## src/rtl/core/pdf_pkg.sv

```systemverilog
// pdf_pkg: shared types, field widths and codes for the persist directory fold unit
// used by every module under rtl/core, depends on nothing
package pdf_pkg;

  localparam int ID_W     = 20;
  localparam int WORD_W   = 32;
  localparam int OFFS_W   = 26;
  localparam int SLOT_W   = 21;
  localparam int CNT_W    = 12;
  localparam int LEN_W    = 27;
  localparam int ENTRY_W  = OFFS_W + 1;
  localparam int HEADER_BYTES = 8;
  localparam int DEF_TABLE_ENTRIES = 4096;
  localparam int Q_DEPTH  = 4;

  // input commands
  localparam logic [1:0] CMD_WORD   = 2'd0;
  localparam logic [1:0] CMD_LOOKUP = 2'd1;
  localparam logic [1:0] CMD_CLEAR  = 2'd2;

  // result status codes
  localparam logic [3:0] STAT_HEADER   = 4'd0;
  localparam logic [3:0] STAT_STORED   = 4'd1;
  localparam logic [3:0] STAT_RANGE    = 4'd2;
  localparam logic [3:0] STAT_SET      = 4'd3;
  localparam logic [3:0] STAT_BAD_OFFS = 4'd4;
  localparam logic [3:0] STAT_IGNORED  = 4'd5;
  localparam logic [3:0] STAT_HIT      = 4'd6;
  localparam logic [3:0] STAT_MISS     = 4'd7;
  localparam logic [3:0] STAT_CLEARED  = 4'd8;

  // operations handed from front to back
  localparam logic [1:0] OP_RESULT = 2'd0;
  localparam logic [1:0] OP_STORE  = 2'd1;
  localparam logic [1:0] OP_LOOKUP = 2'd2;
  localparam logic [1:0] OP_CLEAR  = 2'd3;

  typedef struct packed {
    logic [1:0]        cmd;
    logic [WORD_W-1:0] dir_word;
    logic              last_word;
    logic [ID_W-1:0]   query_id;
  } in_item_t;

  typedef struct packed {
    logic [3:0]        status;
    logic              found;
    logic [OFFS_W-1:0] offset_out;
  } out_item_t;

  typedef struct packed {
    logic [1:0]        kind;
    logic [3:0]        status;
    logic [ID_W-1:0]   slot;
    logic [WORD_W-1:0] word;
  } op_t;

endpackage

```

## src/rtl/core/pdf_queue.sv

```systemverilog
// pdf_queue: short op queue between the parser front and the table back
// depends on pdf_pkg
module pdf_queue (
  input  logic         clk,
  input  logic         rst,
  input  logic         wr,
  input  pdf_pkg::op_t wr_op,
  output logic         q_full,
  input  logic         rd,
  output logic         q_empty,
  output pdf_pkg::op_t head
);
  import pdf_pkg::*;

  localparam int PTR_W = $clog2(Q_DEPTH);
  localparam int CNT_QW = $clog2(Q_DEPTH + 1);

  op_t               slots [Q_DEPTH];
  logic [PTR_W-1:0]  wr_ptr, rd_ptr;
  logic [CNT_QW-1:0] count;
  logic              do_wr, do_rd;

  assign q_full  = (count == CNT_QW'(Q_DEPTH));
  assign q_empty = (count == '0);
  assign do_wr   = wr && !q_full;
  assign do_rd   = rd && !q_empty;
  assign head    = slots[rd_ptr];

  always_ff @(posedge clk) begin
    if (do_wr) begin
      slots[wr_ptr] <= wr_op;
    end
  end

  always_ff @(posedge clk) begin
    if (rst) begin
      wr_ptr <= '0;
      rd_ptr <= '0;
      count  <= '0;
    end else begin
      if (do_wr) begin
        wr_ptr <= (wr_ptr == PTR_W'(Q_DEPTH - 1)) ? '0 : wr_ptr + 1'b1;
      end
      if (do_rd) begin
        rd_ptr <= (rd_ptr == PTR_W'(Q_DEPTH - 1)) ? '0 : rd_ptr + 1'b1;
      end
      if (do_wr && !do_rd) begin
        count <= count + 1'b1;
      end else if (do_rd && !do_wr) begin
        count <= count - 1'b1;
      end
    end
  end

endmodule

```

## config.mk

```make
export PLATFORM = sky130hd
export DESIGN_NAME = pdf_queue
export DESIGN_NICKNAME = d
export VERILOG_FILES = /design/src/rtl/core/pdf_pkg.sv /design/src/rtl/core/pdf_queue.sv
export SDC_FILE = /design/constraint.sdc
export NUM_CORES = 1
export LEC_CHECK = 0
export ABC_AREA = 1
export BUFFER_PORTS_ARGS = -buffer_cell sky130_fd_sc_hd__buf_2
export CORE_ASPECT_RATIO = 1.5
export CORE_MARGIN = 4
export CORE_UTILIZATION = 47
export DETAILED_ROUTE_END_ITERATION = 8
export GPL_ROUTABILITY_DRIVEN = 0
export PLACE_DENSITY = 0.76
export SYNTH_ARGS = -nofsm -noshare
export SYNTH_HDL_FRONTEND = slang
export SYNTH_SLANG_ARGS = --single-unit
```

## constraint.sdc

```tcl
create_clock -name clk -period 8.22 [get_ports clk]
set_clock_uncertainty 0.1 [all_clocks]
set_input_delay 0 -clock clk [delete_from_list [all_inputs] [get_ports clk]]
set_output_delay 0 -clock clk [all_outputs]
set_load 0.05 [all_outputs]
```

==> results list, run 1 <==
- Outcome: complete, no violations
- Setup Slack @ Placement: 5.65 ns
- Clock-pin slew on the worst setup and hold paths: 0.06 ns
- HPWL after detailed placement: 9.97 mm
- Number of DRC violations after detailed-routing iteration 0: 450
- The total overflow left after global routing is 0.
- Summed over all cells, the static leakage comes to 3.96 nW.
* Area of combinational cells with multiple inputs: 1710 sq um
- In this run the tool buffered the top-level ports with 121 buffer cells.
* # resized after CTS: 0
- The core region is 19,200 sq um.
- The routed layout has 5,604 vias.
- Setup violations remaining at the end of the flow were counted as 0.
- Leaving out fill and tap cells, the most frequent cells in the layout are edfxtp_1 (232), buf_2 (121), nor2_1 (117), o21ai_0 (111), dlygate4sd3_1 (62).
* Area occupied by registers: 7150 sq um
- Critical-path cell list: inv_2, o21ai_0, o22ai_1, buf_2
* Cell area after technology mapping: 9180 sq um
- In this run the vertical extent of the chip is 179 um.
- Wire length of the first global-routing pass: 27.8 mm
- Top delay family on crit path: flip-flops
- Hold path startpoint: wr_op[0]
* Number of distinct library cells after synthesis: 28
* DP Area: 9890 sq um
- After the last flow step, the layout net total stands at 874.
* Number of routed nets with antenna violations: 0
- Final max-slew violation count: 0
- Clock sink count: 241
- CP startpoint kind: register
- Clock Root Buffer: clkbuf_16
- For the worst setup path, the data arrival time is 2.96 ns.
* Critical path required time: 8.12 ns
- Counting every net in the synthesized netlist gives 701.
- The final critical path takes up 37.2% of the cycle.
- In this run, synthesis produced a sequential element count of 241.
- The repair_antennas step left the layout with diodes totalling 0.
- For this configuration, the core starts out at a cell density of 47.9%.
- Count of cell instances traversed by the critical path: 4
- Counting instances, the worst hold path has a depth of 2.
- For the pin with the worst max-slew slack, the measured transition is 1.19 ns.
* Via count of the first global-routing pass: 5,468
- Most frequent standard cell in the layout excluding fill and tap cells: edfxtp_1
- The startpoint identified for the worst register-to-register timing path is count[0]$_SDFFE_PP0P_.
- The routed design has 18.3 mm of wire.
- In this run, placement finished with an instance count of 976.
* Final standard cell count with taps included and fillers excluded: 1,075
* Max-cap violation count: 0
- For this run, the total global-route usage over all layers was measured as 16.2%.
- Post-detailed-route via-to-cell ratio: 5.21
- Entering global routing, the biggest net connects 118 pins.
- Worst slew slack as a fraction of its limit: 20.5%
- Yosys Warn Count: 0
* Fin worst setup slack: 5.16 ns
- Critical Path Slowest Stage Cell: dfxtp_2
* Sequential element share of the synthesized area: 77.9%
- CTS tree: built
- Summed over all failing endpoints, the final setup total negative slack is 0 ns.
- Static timing analysis puts the maximum clock frequency at 327 MHz.
* Pre-antenna DRT Iters: 5
- Ports placed on the boundary: 122
* Layout area overhead: 21.8%
- Clock latency on the worst-skew pair, taken at its later pin, is 0.49 ns.
- Number of design rule violations left after detail routing: 0
- IR Drop Worst-Case VDD: 325 uV
- The post-route netlist has 21.1% of its cells at a drive strength greater than 1.
* Path type of the worst min-delay path: primary input to register
- Shortest period the worst path allows: 3.06 ns
* Total non-filler cell area in the finished layout: 11,200 sq um
* Setup Crit Path Kind: register to output port
- TritonCTS created 21 clock buffers.
- Clock tree buffer depth: 3
* DR WL/cell: 17.0 um
- The number of antenna violations at the first check in global routing was 0.
* Avg Cell Area, Syn: 14.5 sq um
- The final hold violation count came to 0.
- After floorplanning, the core was divided into 62 placement rows.
- Category of the worst setup path capture point: output port
- Largest fanout of any net on the critical path: 59
- Count of cells along the worst register-to-register path: 8
- Die span in x: 122 um
* CTS H-Tree Depth: 1
- Setup repair after global routing missed its margin: no
- Number of instances in the synthesized netlist: 632
* Die Area: 21,900 sq um
- Ratio of total power to cell area: 358 nW/um^2
- Number of buffer and inverter instances along the worst setup path: 2
- Filler cell count in the final layout: 1,488
- Crit-path max cell delay: 1.07 ns
## metrics by stage
step	total power, mW	hold WS, ns	util [%]
after floorplan	2.74	-0.0276	-
after global placement	3.04	0.0725	51.6
after detailed placement	3.06	0.0779	51.6
after CTS	4.03	0.140	58.3
after global routing	4.19	0.155	58.3
final	4.00	0.152	58.3
## final timing paths
check,end,slack (ns)
setup / recovery,head[4],5.16
hold / removal,slots[3][0]$_DFFE_PP_,0.15
setup reg to reg,count[0]$_SDFFE_PP0P_,5.81
hold reg to reg,register,0.44
## registers in the layout, summed over array words and instances (netlist names), named ones only
signal and cells:
slots 232, rd_ptr 2, count 3, wr_ptr 2
## power by group
| part | internal, mW | switching, mW | total, mW |
|---|---|---|---|
| Clock | 0.553 | 0.401 | 0.954 |
| Sequential | 1.50 | 0.120 | 1.62 |
| Combinational | 0.325 | 1.10 | 1.43 |
## cell type report
cell class                 instances  share of cell area (%)
tap                              256                    2.87
multi-input combinational        336                    15.3
timing repair buffer             187                    11.2
inverter                          18                   0.649
sequential                       241                    64.0
clock buffer                      29                    5.15
clock inverter                     8                   0.828
## cell families after synthesis
family	Yosys count	synth area share, %
flops	241	77.9
compound gates	178	10.6
simple gates	150	6.55
buf+inv	55	3.79
fa+ha+maj	7	1.04
xor+xnor	1	0.0955
## what timing repair did
action                    in CTS  in global routing
hold endpoints to repair     241                  0
hold buffers                  62                  0
buffers inserted               0                  0
## cell usage after synthesis, drive strengths merged
| cell | count | area share, % |
|---|---|---|
| a21oi | 3 | 0.16 |
| buf | 18 | 1.8 |
| clkbuf | 19 | 1.2 |
| dfxtp | 9 | 2.0 |
| edfxtp | 232 | 76 |
| fa | 1 | 0.22 |
| ha | 6 | 0.82 |
| inv | 18 | 0.79 |
| nand2 | 14 | 0.57 |
| nand3 | 2 | 0.11 |
| nand3b | 2 | 0.16 |
| nand4 | 1 | 0.068 |
| nor2 | 131 | 5.6 |
| o21ai | 117 | 6.4 |
| o22ai | 58 | 4.1 |
| xor2 | 1 | 0.095 |
## per-layer routing
metal | share of wire (%) | wire [um] | global-route usage, % | vias to the layer above
met4 | 1.9 | 345 | 4.53 | 0
met5 | 0 | 0 | 0 | -
met2 | 50 | 9150 | 27.9 | 158
met1 | 41 | 7590 | 20.8 | 2736
met3 | 6.7 | 1230 | 3.57 | 25
li1 | - | - | - | 2685
No activity file was read; power rests on OpenSTA's default activity.
==> inputs of run 2 (changes only) <==
--- a/config.mk
+++ b/config.mk
@@ -5,14 +5,14 @@
 export SDC_FILE = /design/constraint.sdc
 export NUM_CORES = 1
 export LEC_CHECK = 0
-export ABC_AREA = 1
+export ABC_AREA = 0
 export BUFFER_PORTS_ARGS = -buffer_cell sky130_fd_sc_hd__buf_2
 export CORE_ASPECT_RATIO = 1.5
 export CORE_MARGIN = 4
 export CORE_UTILIZATION = 47
 export DETAILED_ROUTE_END_ITERATION = 8
 export GPL_ROUTABILITY_DRIVEN = 0
-export PLACE_DENSITY = 0.76
+export PLACE_DENSITY = 0.79
 export SYNTH_ARGS = -nofsm -noshare
 export SYNTH_HDL_FRONTEND = slang
 export SYNTH_SLANG_ARGS = --single-unit
==> constraint.sdc (replaced) <==
create_clock -name clk -period 2.5 [get_ports clk]
set_clock_uncertainty 0.1 [all_clocks]
set_input_delay 0 -clock clk [delete_from_list [all_inputs] [get_ports clk]]
set_output_delay 0 -clock clk [all_outputs]
set_load 0.05 [all_outputs]
==> run 2 against run 1 <==
Final cell count is 23% lower. Via count is 25% lower. Setup slack worse by 5.0 ns. Synthesized cell count is 44% lower. Critical path depth is 5 higher. Sequential share of layout area is 0.27 points higher. Critical endpoint is now count[2]$_SDFFE_PP0P_. Register-to-register slack worse by 5.7 ns. Non-clock buffer count is 8 higher.
==> results list, run 2 <==
- During I/O placement, the number of pins put on the boundary was 122.
- In this run, the number of DRC markers left after iteration 0 of detailed routing was 207.
- The number of setup buffers added after CTS is 0.
* Die Area: 21,200 sq um
- The number of nets handed over by synthesis was 422.
- Global routing finished with a remaining overflow of 0.
* CP startpoint kind: register
- In this run the core area contains 61 standard-cell rows.
- Ratio of total power to cell area: 1040 nW/um^2
- The final hold violation count was 0.
- CTS H-Tree Depth: 1
* Via count of the first global-routing pass: 4,777
- Measured slew at the worst slew-check pin: 0.528 ns
* Critical Path Slowest Stage Cell: fa_1
* Cell depth of the worst hold path: 2
* Ranking of synthesized cells by area: edfxtp_1 (79%), mux4_2 (15%), dfxtp_1 (2.0%)
- Flip-flop count of the largest register, all copies and words added: 232
* Post-synth top area share: 78.6%
- Count of cells along the worst register-to-register path: 9
- Commonest cells in the netlist: edfxtp_1 (232), mux4_2 (58), dfxtp_1 (9)
- Share of post-route cells with drive strength above 1: 41.0%
- Setup violations remaining at the end of the flow were counted as 0.
- The total area inside the core boundary comes to 18,500 sq um.
- The die is 176 um tall.
* Avg Cell Area, Syn: 25.1 sq um
- After layout, the worst path uses 94.4% of the clock period.
* Setup Total Neg Slack: 0 ns
- In this run the tightest slew margin relative to its limit is 64.8%.
* Setup repair after global routing missed its margin: no
- Entering global routing, the biggest net connects 39 pins.
- Predominant post-synthesis flop cell: edfxtp_1
- After detailed routing, the number of vias per cell comes to 5.09.
- Antenna violations before repair: 0
- Final max-slew violation count: 0
* Number of buffers created by CTS: 22
- Across the VDD grid, the largest voltage drop is 575 uV.
- 0 antenna diodes ended up in the layout.
- Wire length of the first global-routing pass: 26.1 mm
* Crit-path max cell delay: 0.39 ns
- Setup Crit Path Kind: register to register
* Top-count cell post-synth: edfxtp_1
* Yosys Warn Count: 0
* Total via count after detailed routing: 4,199
* Highest-count cells in the layout ignoring fill and taps: edfxtp_1 (232), buf_2 (121), dlygate4sd3_1 (61), mux4_2 (58), clkbuf_16 (22)
* Sequential element share of the synthesized area: 80.6%
- Along the worst path, the maximum fanout reaches 7.
* Filler cell count in the final layout: 1,312
* Outcome: complete, no violations
- Timing would allow up to 424 MHz.
- Max-cap violation count: 0
* Worst Path Arrival: 2.69 ns
* Clock-pin slew on the worst setup and hold paths: 0.06 ns
- Overall power consumption: 11.6 mW
* Clock sink count: 241
- Pre-antenna DRT Iters: 4
* Leading area contributor after synthesis: edfxtp_1
- Post-synth EDFFs: 232
* Leakage power of the design: 3.81 nW
- Clock latency of the later-clocked register in the worst-skew pair: 0.50 ns
- Once the floorplan was initialized, standard cells occupied 47.8% of the core.
* Most frequent standard cell in the layout excluding fill and tap cells: edfxtp_1
- Counting flops and latches in the post-synthesis netlist gives 241.
- Compared with the post-synthesis result, the final layout area differs by 25.6%.
- Clock tree buffer depth: 3
- Aggregate global-route resource usage: 15.9%
- Total wire length after detailed routing: 16.4 mm
- Dividing the detail-routed wire length by the instance count gives 19.9 um.
* Number of design rule violations left after detail routing: 0
* Async SR Flop Fraction: 0%
- Number of instances in the synthesized netlist: 353
* Cell area after technology mapping: 8860 sq um
* Number of routed nets with antenna violations: 0
* HPWL after detailed placement: 10.4 mm
* Critical-path cell list: or3b_4, clkinv_2, nor2_1, ha_1, inv_1, fa_1, xor2_1, or3_1, a21oi_1
- Shortest period the worst path allows: 2.36 ns
- CTS tree: built
- The tree is rooted in a clkbuf_16.
- More flip-flops sit in one register than any other, and that register is slots.
- Registers with the most flip-flops: slots x232, count x3
- The path class of the tightest hold or removal check is primary input to register.
- Buffers placed on the I/O ports in this run total 121.
* Category of the worst setup path capture point: register
* Die span in x: 120 um
* Critical path required time: 2.83 ns
* Number of distinct library cells after synthesis: 26
* Count of nets after finishing: 626
## run 2: cells by family after synthesis
family / share of synthesized area (%)
flip-flops: 80.6
multiplexers: 15.0
AO/OA/AOI/OAI: 0.508
buffers and inverters: 1.68
adder cells (fa/ha/maj): 1.07
XOR/XNOR: 0.198
AND/OR/NAND/NOR: 0.960
## run 2: layout make-up
| cell class | count | area [sq um] | share of cell area (%) |
|---|---|---|---|
| Timing Repair Buffer | 195 | 1390 | 12.5 |
| Tap cell | 252 | 315 | 2.83 |
| Inverter | 5 | 20.0 | 0.180 |
| Clock buffer | 28 | 573 | 5.15 |
| Multi-Input combinational cell | 92 | 1580 | 14.2 |
| Sequential cell | 241 | 7150 | 64.2 |
| Clock inverter | 12 | 100 | 0.899 |
## run 2: per-stage QoR
stage	hold slack [ns]	cells	worst slack [ns]	utilization (%)	cell area [sq um]
after floorplan	-0.00113	353	0.0705	-	8870
after global placement	0.109	724	0.201	53.1	9850
after detailed placement	0.119	724	0.0427	53.1	9850
after CTS	0.131	825	0.102	60.0	11100
after global routing	0.135	825	0.0104	60.0	11100
final	0.145	825	0.141	60.0	11100
## run 2: worst max-delay path, delay by kind of cell, from the launching register on
kind                       cells  cell delay (ns)
xor gates and xnor gates       1             0.18
and+or+nand+nor                3             0.77
buffers and inverters          2             0.15
DFF                            1             0.35
AOI/OAI and AO/OA              1             0.13
adders and majority gates      2             0.61
## run 2: path summary, 6_finish.rpt
| check | end | slack (ns) | from |
|---|---|---|---|
| setup / recovery | count[2]$_SDFFE_PP0P_ | 0.14 | count[2]$_SDFFE_PP0P_ |
| hold / removal | slots[0][13]$_DFFE_PP_ | 0.15 | wr_op[13] |
| setup reg to reg | count[2]$_SDFFE_PP0P_ | 0.14 | count[2]$_SDFFE_PP0P_ |
| hold reg to reg | rd_ptr[0]$_SDFFE_PP0P_ | 0.40 | rd_ptr[0]$_SDFFE_PP0P_ |
## run 2: where the power goes
part           total (mW)  switching, mW  internal (mW)
Clock                3.08           1.34           1.74
Combinational        3.47           2.33           1.14
Sequential           5.07          0.186           4.89
Total                11.6           3.85           7.77
## run 2: per-layer routing
metal / global-route usage, % / wire, um / vias up
li1: - / - / 1910
met1: 18.8 / 6010 / 2138
met2: 29.7 / 9220 / 121
met3: 2.34 / 748 / 30
met4: 5.26 / 397 / 0
met5: 0 / 0 / -
## run 2: repair_timing
action / 4_1_cts / 5_1_grt
gates resized for setup: 1 / 2
hold endpoints to repair: 241 / 0
hold buffers: 61 / 0
setup endpoints to repair: 1 / 1
