### src/rtl/core/pdf_pkg.sv
// pdf_pkg: shared types, field widths and codes for the persist directory fold unit
// used by every module under rtl/core, depends on nothing
package pdf_pkg;

  localparam int ID_W     = 20;
  localparam int WORD_W   = 32;
  localparam int OFFS_W   = 26;
  localparam int SLOT_W   = 21;
  localparam int CNT_W    = 12;
  localparam int LEN_W    = 27;
  localparam int ENTRY_W  = OFFS_W + 1;
  localparam int HEADER_BYTES = 8;
  localparam int DEF_TABLE_ENTRIES = 4096;
  localparam int Q_DEPTH  = 4;

  // input commands
  localparam logic [1:0] CMD_WORD   = 2'd0;
  localparam logic [1:0] CMD_LOOKUP = 2'd1;
  localparam logic [1:0] CMD_CLEAR  = 2'd2;

  // result status codes
  localparam logic [3:0] STAT_HEADER   = 4'd0;
  localparam logic [3:0] STAT_STORED   = 4'd1;
  localparam logic [3:0] STAT_RANGE    = 4'd2;
  localparam logic [3:0] STAT_SET      = 4'd3;
  localparam logic [3:0] STAT_BAD_OFFS = 4'd4;
  localparam logic [3:0] STAT_IGNORED  = 4'd5;
  localparam logic [3:0] STAT_HIT      = 4'd6;
  localparam logic [3:0] STAT_MISS     = 4'd7;
  localparam logic [3:0] STAT_CLEARED  = 4'd8;

  // operations handed from front to back
  localparam logic [1:0] OP_RESULT = 2'd0;
  localparam logic [1:0] OP_STORE  = 2'd1;
  localparam logic [1:0] OP_LOOKUP = 2'd2;
  localparam logic [1:0] OP_CLEAR  = 2'd3;

  typedef struct packed {
    logic [1:0]        cmd;
    logic [WORD_W-1:0] dir_word;
    logic              last_word;
    logic [ID_W-1:0]   query_id;
  } in_item_t;

  typedef struct packed {
    logic [3:0]        status;
    logic              found;
    logic [OFFS_W-1:0] offset_out;
  } out_item_t;

  typedef struct packed {
    logic [1:0]        kind;
    logic [3:0]        status;
    logic [ID_W-1:0]   slot;
    logic [WORD_W-1:0] word;
  } op_t;

endpackage

### src/rtl/core/pdf_front.sv
// pdf_front: accepts items, runs the directory parser and turns each item into an op
// depends on pdf_pkg
module pdf_front #(
  parameter int TABLE_ENTRIES = pdf_pkg::DEF_TABLE_ENTRIES
) (
  input  logic              clk,
  input  logic              rst,
  input  logic              push,
  output logic              full,
  input  pdf_pkg::in_item_t in_item,
  input  logic              q_full,
  input  logic              init_busy,
  output logic              op_push,
  output pdf_pkg::op_t      op
);
  import pdf_pkg::*;

  localparam logic [1:0] PH_HEADER  = 2'd0;
  localparam logic [1:0] PH_ENTRIES = 2'd1;
  localparam logic [1:0] PH_SKIP    = 2'd2;

  localparam logic [SLOT_W-1:0] SLOT_LIMIT = SLOT_W'(TABLE_ENTRIES);

  logic [1:0]        parse_phase, parse_phase_next;
  logic [SLOT_W-1:0] next_slot, next_slot_next;
  logic [CNT_W-1:0]  entries_left, entries_left_next;
  logic [CNT_W-1:0]  hdr_cnt;
  logic              accept;

  assign full    = q_full || init_busy;
  assign accept  = push && !full;
  assign op_push = accept;
  assign hdr_cnt = in_item.dir_word[WORD_W-1 -: CNT_W];

  always_comb begin
    parse_phase_next  = parse_phase;
    next_slot_next    = next_slot;
    entries_left_next = entries_left;
    op        = '0;
    op.kind   = OP_RESULT;
    op.status = STAT_IGNORED;
    op.word   = in_item.dir_word;
    unique case (in_item.cmd)
      CMD_WORD: begin
        if (parse_phase == PH_HEADER) begin
          next_slot_next    = {1'b0, in_item.dir_word[ID_W-1:0]};
          entries_left_next = hdr_cnt;
          // a zero count stops the atom: skip the rest of it
          parse_phase_next  = (hdr_cnt == '0) ? PH_SKIP : PH_ENTRIES;
          op.status         = STAT_HEADER;
        end else if (parse_phase == PH_ENTRIES) begin
          if (next_slot >= SLOT_LIMIT) begin
            op.status = STAT_RANGE;
          end else begin
            op.kind = OP_STORE;
            op.slot = next_slot[ID_W-1:0];
          end
          next_slot_next    = next_slot + 1'b1;
          entries_left_next = entries_left - 1'b1;
          if (entries_left_next == '0) begin
            parse_phase_next = PH_HEADER;
          end
        end
        if (in_item.last_word) begin
          parse_phase_next  = PH_HEADER;
          next_slot_next    = '0;
          entries_left_next = '0;
        end
      end
      CMD_LOOKUP: begin
        if ({1'b0, in_item.query_id} < SLOT_LIMIT) begin
          op.kind = OP_LOOKUP;
          op.slot = in_item.query_id;
        end else begin
          op.status = STAT_MISS;
        end
      end
      CMD_CLEAR: begin
        op.kind           = OP_CLEAR;
        parse_phase_next  = PH_HEADER;
        next_slot_next    = '0;
        entries_left_next = '0;
      end
      default: begin
        op.status = STAT_IGNORED;
      end
    endcase
  end

  always_ff @(posedge clk) begin
    if (rst) begin
      parse_phase  <= PH_HEADER;
      next_slot    <= '0;
      entries_left <= '0;
    end else if (accept) begin
      parse_phase  <= parse_phase_next;
      next_slot    <= next_slot_next;
      entries_left <= entries_left_next;
    end
  end

endmodule

### config.mk
export PLATFORM = sky130hd
export DESIGN_NAME = pdf_front
export DESIGN_NICKNAME = d
export VERILOG_FILES = /design/src/rtl/core/pdf_pkg.sv /design/src/rtl/core/pdf_front.sv
export SDC_FILE = /design/constraint.sdc
export NUM_CORES = 1
export LEC_CHECK = 0
export BUFFER_PORTS_ARGS = -buffer_cell sky130_fd_sc_hd__buf_4
export CAP_MARGIN = 20
export CORE_MARGIN = 5
export CORE_UTILIZATION = 45
export CTS_CLUSTER_SIZE = 40
export DETAILED_ROUTE_END_ITERATION = 8
export PLACE_DENSITY = 0.78
export SLEW_MARGIN = 20
export SYNTH_ARGS = -nofsm -noshare
export SYNTH_HDL_FRONTEND = slang
export SYNTH_SLANG_ARGS = --single-unit
export TNS_END_PERCENT = 5
### constraint.sdc
create_clock -name clk -period 2.5 [get_ports clk]
set_input_delay 0.75 -clock clk [delete_from_list [all_inputs] [get_ports clk]]
set_output_delay 0.75 -clock clk [all_outputs]
set_load 0.05 [all_outputs]
==> flow_summary.yaml, run 1 <==
place:
  portBuffers: 110
  place_inst: 559
  placed_area_um2: 3810
  hpwl_mm: 6.99
  gp_congestion: 0.867
synth:
  synth_edf_count: 0
  synth_compound_area_share_pct: 28.3
  seq_area_frac_synth_pct: 23.7
  synth_top_family_by_area: "compound AO/OA/AOI/OAI gates"
  syn_avg_cell_area_um2: 7.24
  synth_ff_type: "dfxtp_1"
  synthTopCellsByArea: "dfxtp_1 24%, buf_4 11%, a21oi_1 4.9%"
  synthesis.area_um2: 2960
  yosysTopAreaCellShare_pct: 23.7
  synth_fa_ha_area_share_pct: 1.69
  synthMuxAreaShare_pct: 0
  synthArstFlopShare_pct: 0
  synth-xor-area-share_pct: 1.48
  yosys.area_share.simple_pct: 28.2
  yosysWarningCount: 0
  ys_types: 59
  yosysTopAreaCell: "dfxtp_1"
  syn_inst: 409
  ys_seq_elements: 35
clock_tree:
  cts.hold.buffers_added: 0
  clock_latency_ns: 0.30
  cts_htree_levels: 2
  cts_buffer_depth: 2
  clkTransAtPathRegs_ns: 0.07
  cts_tree: "yes"
  cts.root.buffer_cell: "clkbuf_8"
  cts_inserted_buffers: 5
  cts.sinks: 35
die:
  fp.dieW_um: 91.1
  io_pins: 120
  die_area_um2: 8300
  die_y_um: 91.1
  start_util_pct: 46.4
  rows: 29
  fp.coreArea_um2: 6390
route:
  drcViolationCount: 0
  first_iter_violations: 259
  vias: 3414
  vias_per_cell: 6.01
  ant_nets: 0
  routedWlPerCell_um: 16.9
  dr.pass1.iters: 6
  wl_mm: 9.58
setup_path:
  required_ns: 1.75
  critPathMaxStageDelay_ns: 0.54
  crit_type: "reg2out"
  start_kind: "flip-flop"
  path_cells: "or4_4 > nor4_4 > buf_4 > and3_4 > buf_12 > a22o_4 > buf_8"
  cp_slowest_cell: "or4_4"
  end_kind: "output pin"
  cp.arrival_ns: 2.12
  cp_max_fo: 7
finish:
  area_delta_synth_final_pct: 38.0
  nNetsFinal: 555
  n_antenna_cell: 0
  drive_gt1_share_pct: 36.7
  nFillCells: 549
  fin_util_pct: 64.0
  final_cell_area_um2: 4090
  finalNonFillerCells: 568
timing:
  slew_violations: 0
  fin_ws_ns: -0.374
  worst_pin_slew_ns: 0.578
  rsz0062_at_grt: "true"
  finalClockSkew_ns: 0.00642
  max-slew-margin-rel_pct: 61.2
  setup_viol: 17
  fin_crit_ns: 2.87
  hold_viol: 0
  max_freq_ghz: 0.348
  min_period_over_period_pct: 115
global_routing:
  grt_pass1_wl_mm: 15.3
  grt_pass1_vias: 3269
  grt_max_degree: 45
  grt_remaining_overflow: 0
  track_usage_pct: 21.7
  antenna_found_initial: 0
power_and_ir_drop:
  vdd_drop_max_uv: 196
  p_leak_uw: 0.00172
  powerDensity_nw_per_um2: 342
status:
  violations: "setup timing"
  outcome: "finished with violations"
min_path:
  min_path_type: "reg2reg"
job:
  max_cap_violations: 0
## timing repair
action,CTS,global route
setup endpoints to repair,17,18
setup buffers,1,0
resized for setup,35,5
pin swaps,3,9
cloned,1,0
## cells by family after synthesis
| family | count (synthesis) |
|---|---|
| xor+xnor | 5 |
| other cells | 1 |
| flops | 35 |
| simple gates | 154 |
| fa+ha+maj | 4 |
| compound gates | 126 |
| buf+inv | 84 |
## state kept, by name, indices dropped and copies added (netlist names)
| signal | count |
|---|---|
| next_slot | 21 |
| entries_left | 12 |
| parse_phase | 2 |
## worst paths after layout
check        cells past startpoint                       endpoint                           from  slack [ns]
max                              7                         op[34]     next_slot[12]$_SDFFE_PP0P_       -0.37
max reg2reg                      7    parse_phase[0]$_SDFFE_PP0P_   entries_left[0]$_SDFFE_PP0P_        0.32
min                              2  entries_left[11]$_SDFFE_PP0P_  entries_left[11]$_SDFFE_PP0P_        0.53
min reg2reg                      2  entries_left[11]$_SDFFE_PP0P_  entries_left[11]$_SDFFE_PP0P_        0.53
## synth_stat cells (all sizes together) (3+ instances only)
cell and count:
nand3 15, nor2 39, a311oi 4, a211oi 5, a21oi 29, clkbuf 22
and3 5, o22ai 4, and2 3, nor3 11, xor2 5, nand4 7
nand2 28, ha 4, a22o 16, buf 52, dfxtp 35, inv 10
a32oi 5, or2 3, a31oi 5, a22oi 6, or4 3, nor3b 4
or3 5, o31ai 3, nand2b 5, a21boi 3, o21ai 28, o211ai 4
nor4 17
## layer usage
metal	wire length [um]	track usage (%)	share of wire, %
met5	0	0	0
met4	210	7.46	2.2
met3	839	5.79	8.8
met2	4870	38.0	51
met1	3660	25.5	38
## cell usage in the layout, fill, tap and decap left out, types with 3 or more instances in the layout
| master | n |
|---|---|
| a22o_4 | 12 |
| a211oi_1 | 5 |
| dfxtp_1 | 33 |
| a21oi_1 | 29 |
| nand2b_1 | 4 |
| nand4_1 | 7 |
| o31ai_1 | 3 |
| nor3_1 | 11 |
| a21boi_0 | 3 |
| buf_6 | 4 |
| a311oi_1 | 4 |
| o211ai_1 | 4 |
| o21ai_0 | 28 |
| conb_1 | 9 |
| ha_1 | 4 |
| o22ai_1 | 4 |
| inv_1 | 10 |
| clkbuf_8 | 6 |
| a22o_1 | 4 |
| nand3_1 | 14 |
| nor2_1 | 37 |
| a31oi_1 | 5 |
| xor2_1 | 5 |
| or3_1 | 4 |
| nor3b_1 | 3 |
| buf_8 | 13 |
| a32oi_1 | 5 |
| buf_4 | 121 |
| or2_2 | 3 |
| nor4_1 | 14 |
| nand2_1 | 26 |
| a22oi_1 | 6 |
| and3_1 | 4 |
## cell type report
type                            instances  area [um2]  area share, %
Sequential cell                        35         703           17.2
Multi-Input combinational cell        298        1940           47.6
Timing Repair Buffer                  141        1220           29.8
Tap cell                               77        96.3           2.36
Clock inverter                          1        5.00          0.123
Clock buffer                            6        82.6           2.02
Inverter                               10        37.5          0.919
## per-stage QoR
stage	setup TNS [ns]	setup WS (ns)	hold WS, ns	power, uW
CTS	-5.51	-0.361	0.533	1400
global placement	-2.86	-0.229	0.503	964
detailed placement	-3.51	-0.268	0.519	968
floorplan	-1.27	-0.124	0.453	851
global route	-7.04	-0.449	0.569	1450
finish	-5.65	-0.374	0.532	1400
## power by group
| part | leakage [uW] | switching [uW] | internal, uW |
|---|---|---|---|
| Sequential | 0.000283 | 7.08 | 562 |
| Clock | 0.0000470 | 215 | 216 |
| Combinational | 0.00139 | 249 | 149 |
| Total | 0.00172 | 472 | 927 |
## worst max-delay path: cells and delay by family (launching register included)
| kind | cells | cell delay [ns] |
|---|---|---|
| flops | 1 | 0.32 |
| simple gates | 3 | 0.92 |
| compound gates | 1 | 0.14 |
| buf+inv | 3 | 0.45 |
(Power assumes the default switching activity.)
==> run 2: changes to the inputs <==
--- a/config.mk
+++ b/config.mk
@@ -8,10 +8,10 @@
 export BUFFER_PORTS_ARGS = -buffer_cell sky130_fd_sc_hd__buf_4
 export CAP_MARGIN = 20
 export CORE_MARGIN = 5
-export CORE_UTILIZATION = 45
+export CORE_UTILIZATION = 49
 export CTS_CLUSTER_SIZE = 40
 export DETAILED_ROUTE_END_ITERATION = 8
-export PLACE_DENSITY = 0.78
+export PLACE_DENSITY = 0.81
 export SLEW_MARGIN = 20
 export SYNTH_ARGS = -nofsm -noshare
 export SYNTH_HDL_FRONTEND = slang
==> constraint.sdc (replaced) <==
create_clock -name clk -period 3.2 [get_ports clk]
set_input_delay 0.96 -clock clk [delete_from_list [all_inputs] [get_ports clk]]
set_output_delay 0.96 -clock clk [all_outputs]
set_load 0.05 [all_outputs]
==> run 2 against run 1 <==
  * The flow now finishes without violations
  * Clock-buffer cell count unchanged
  * Sequential power decreased by 22%
  * Critical path type unchanged
  * Worst hold slack got worse by 0.0095 ns
  * Combinational power decreased by 25%
  * Clock power decreased by 30%
  * First-iteration DRC count increased by 53%
  * Largest power group unchanged
  * Global-route usage increased by 2.0 points
  * Core utilization decreased by 0.24 points
==> flow_summary.yaml, run 2 (synthesis results as in run 1) <==
status:
  outcome: "completed"
setup_path:
  cp.depth: 7
  cp_slowest_cell: "or4_4"
  start_kind: "flip-flop"
  critPathBufInv: 3
  reg2reg_depth: 6
  crit_type: "reg2out"
  crit_family: "simple AND/OR/NAND/NOR gates"
  cp.arrival_ns: 2.20
  required_ns: 2.24
  path_cells: "or4_4 > nor4_4 > buf_4 > and3_1 > buf_12 > a22o_1 > buf_6"
  end_kind: "output pin"
  cp_max_fo: 13
  critPathMaxStageDelay_ns: 0.57
clock_tree:
  cts_buffer_depth: 2
  clkTransAtPathRegs_ns: 0.07
  clock_latency_ns: 0.29
  cts.root.buffer_cell: "clkbuf_8"
  cts.sinks: 35
  cts_tree: "yes"
  cts_inserted_buffers: 5
  cts_htree_levels: 2
timing:
  finalClockSkew_ns: 0.00540
  min_period_over_period_pct: 98.8
  setup_viol: 0
  rsz0062_at_grt: "true"
  hold_ws_ns: 0.523
  fin_crit_ns: 3.16
  max_freq_ghz: 0.316
  tns_ns: 0
  slew_violations: 0
  max-slew-margin-rel_pct: 55.3
  fin_ws_ns: 0.0385
  hold_viol: 0
  worst_pin_slew_ns: 0.666
job:
  max_cap_violations: 0
finish:
  regMostFlops: "next_slot"
  reg.largest.list: "next_slot: 21 flops, entries_left: 12 flops, parse_phase: 2 flops"
  n_antenna_cell: 0
  nNetsFinal: 533
  drive_gt1_share_pct: 32.5
  final_common_cell: "buf_4"
  area_delta_synth_final_pct: 26.7
  fin_util_pct: 63.7
  largest_reg_flops: 21
  most-common-layout-cells: "103 x buf_4, 37 x nor2_1, 35 x dfxtp_1, 29 x a21oi_1, 28 x o21ai_0"
die:
  start_util_pct: 50.3
  fp.dieW_um: 87.7
  die_area_um2: 7700
  die_y_um: 87.7
  rows: 28
  io_pins: 120
  fp.coreArea_um2: 5890
global_routing:
  grt_pass1_wl_mm: 14.8
  grt_max_degree: 45
  grt_remaining_overflow: 0
  antenna_found_initial: 0
  track_usage_pct: 23.7
  grt_pass1_vias: 3180
power_and_ir_drop:
  vdd_drop_max_uv: 210
  powerDensity_nw_per_um2: 280
  p_leak_uw: 0.00150
  total_power_uw: 1050
place:
  portBuffers: 110
  place_worst_setup_slack_ns: -0.0135
  hpwl_mm: 6.60
  gp_congestion: 0.899
route:
  vias: 3366
  dr.pass1.iters: 8
  vias_per_cell: 6.20
  wl_mm: 9.38
  routedWlPerCell_um: 17.3
  ant_nets: 0
  drcViolationCount: 0
  first_iter_violations: 397
min_path:
  min_path_type: "reg2reg"
  hold-path-cell-count: 2
## run 2: cell types whose count changed in the layout (fill, tap and decap cells not counted), moves of 2 or more
| cell | delta |
|---|---|
| buf_4 | -18 |
| a22o_4 | -12 |
| a22o_2 | +10 |
| buf_8 | -8 |
| buf_6 | +6 |
| a22o_1 | +2 |
| dfxtp_1 | +2 |
| dfxtp_2 | -2 |
| nor4_1 | -2 |
## run 2: final timing paths
path	endpoint	slack, ns	start
max	op[36]	0.04	next_slot[19]$_SDFFE_PP0P_
min	entries_left[11]$_SDFFE_PP0P_	0.52	entries_left[11]$_SDFFE_PP0P_
max reg2reg	next_slot[20]$_SDFFE_PP0P_	0.96	next_slot[1]$_SDFFE_PP0P_
min reg2reg	entries_left[11]$_SDFFE_PP0P_	0.52	entries_left[11]$_SDFFE_PP0P_
## run 2: power by group
group | switching, uW | internal, uW | leakage [uW]
registers | 6.21 | 439 | 0.000282
logic | 193 | 108 | 0.00118
clock network | 158 | 145 | 0.0000371
total | 357 | 692 | 0.00150
## run 2: what timing repair did
| action | 4_1_cts | 5_1_grt |
|---|---|---|
| hold buffers | 0 | 0 |
| gates cloned | 1 | 0 |
| resized for setup | 12 | 18 |
| buffers inserted | 0 | 1 |
| setup endpoints to repair | 13 | 14 |
| pin swaps | 1 | 5 |
## run 2: layer usage
| layer | global-route usage (%) | wire length [um] | vias up | part of all wire, % |
|---|---|---|---|---|
| met1 | 31.1 | 3810 | 1587 | 41 |
| met2 | 39.8 | 4610 | 187 | 49 |
| met3 | 3.48 | 798 | 19 | 8.5 |
| met4 | 8.09 | 150 | 0 | 1.6 |
| met5 | 0 | 0 | - | 0 |
| li1 | - | - | 1573 | - |
## run 2: tightest hold or removal path: cells and delay by family (launching register included)
kind | cells | cell delay, ns
AO/OA/AOI/OAI | 2 | 0.14
flip-flops | 1 | 0.33
## run 2: layout make-up
cell class | instances | area [um2]
Inverter | 10 | 37.5
Multi-Input combinational cell | 298 | 1870
Sequential cell | 35 | 701
Tap cell | 75 | 93.8
Clock buffer | 6 | 72.6
Timing Repair Buffer | 119 | 981
Fill cell | 530 | 2130
## run 2: metrics by stage
stage | cell area (um2) | cells
2_1_floorplan | 3000 | 417
3_3_place_gp | 3540 | 535
3_5_place_dp | 3540 | 535
4_1_cts | 3660 | 542
5_1_grt | 3750 | 543
6_report | 3750 | 543
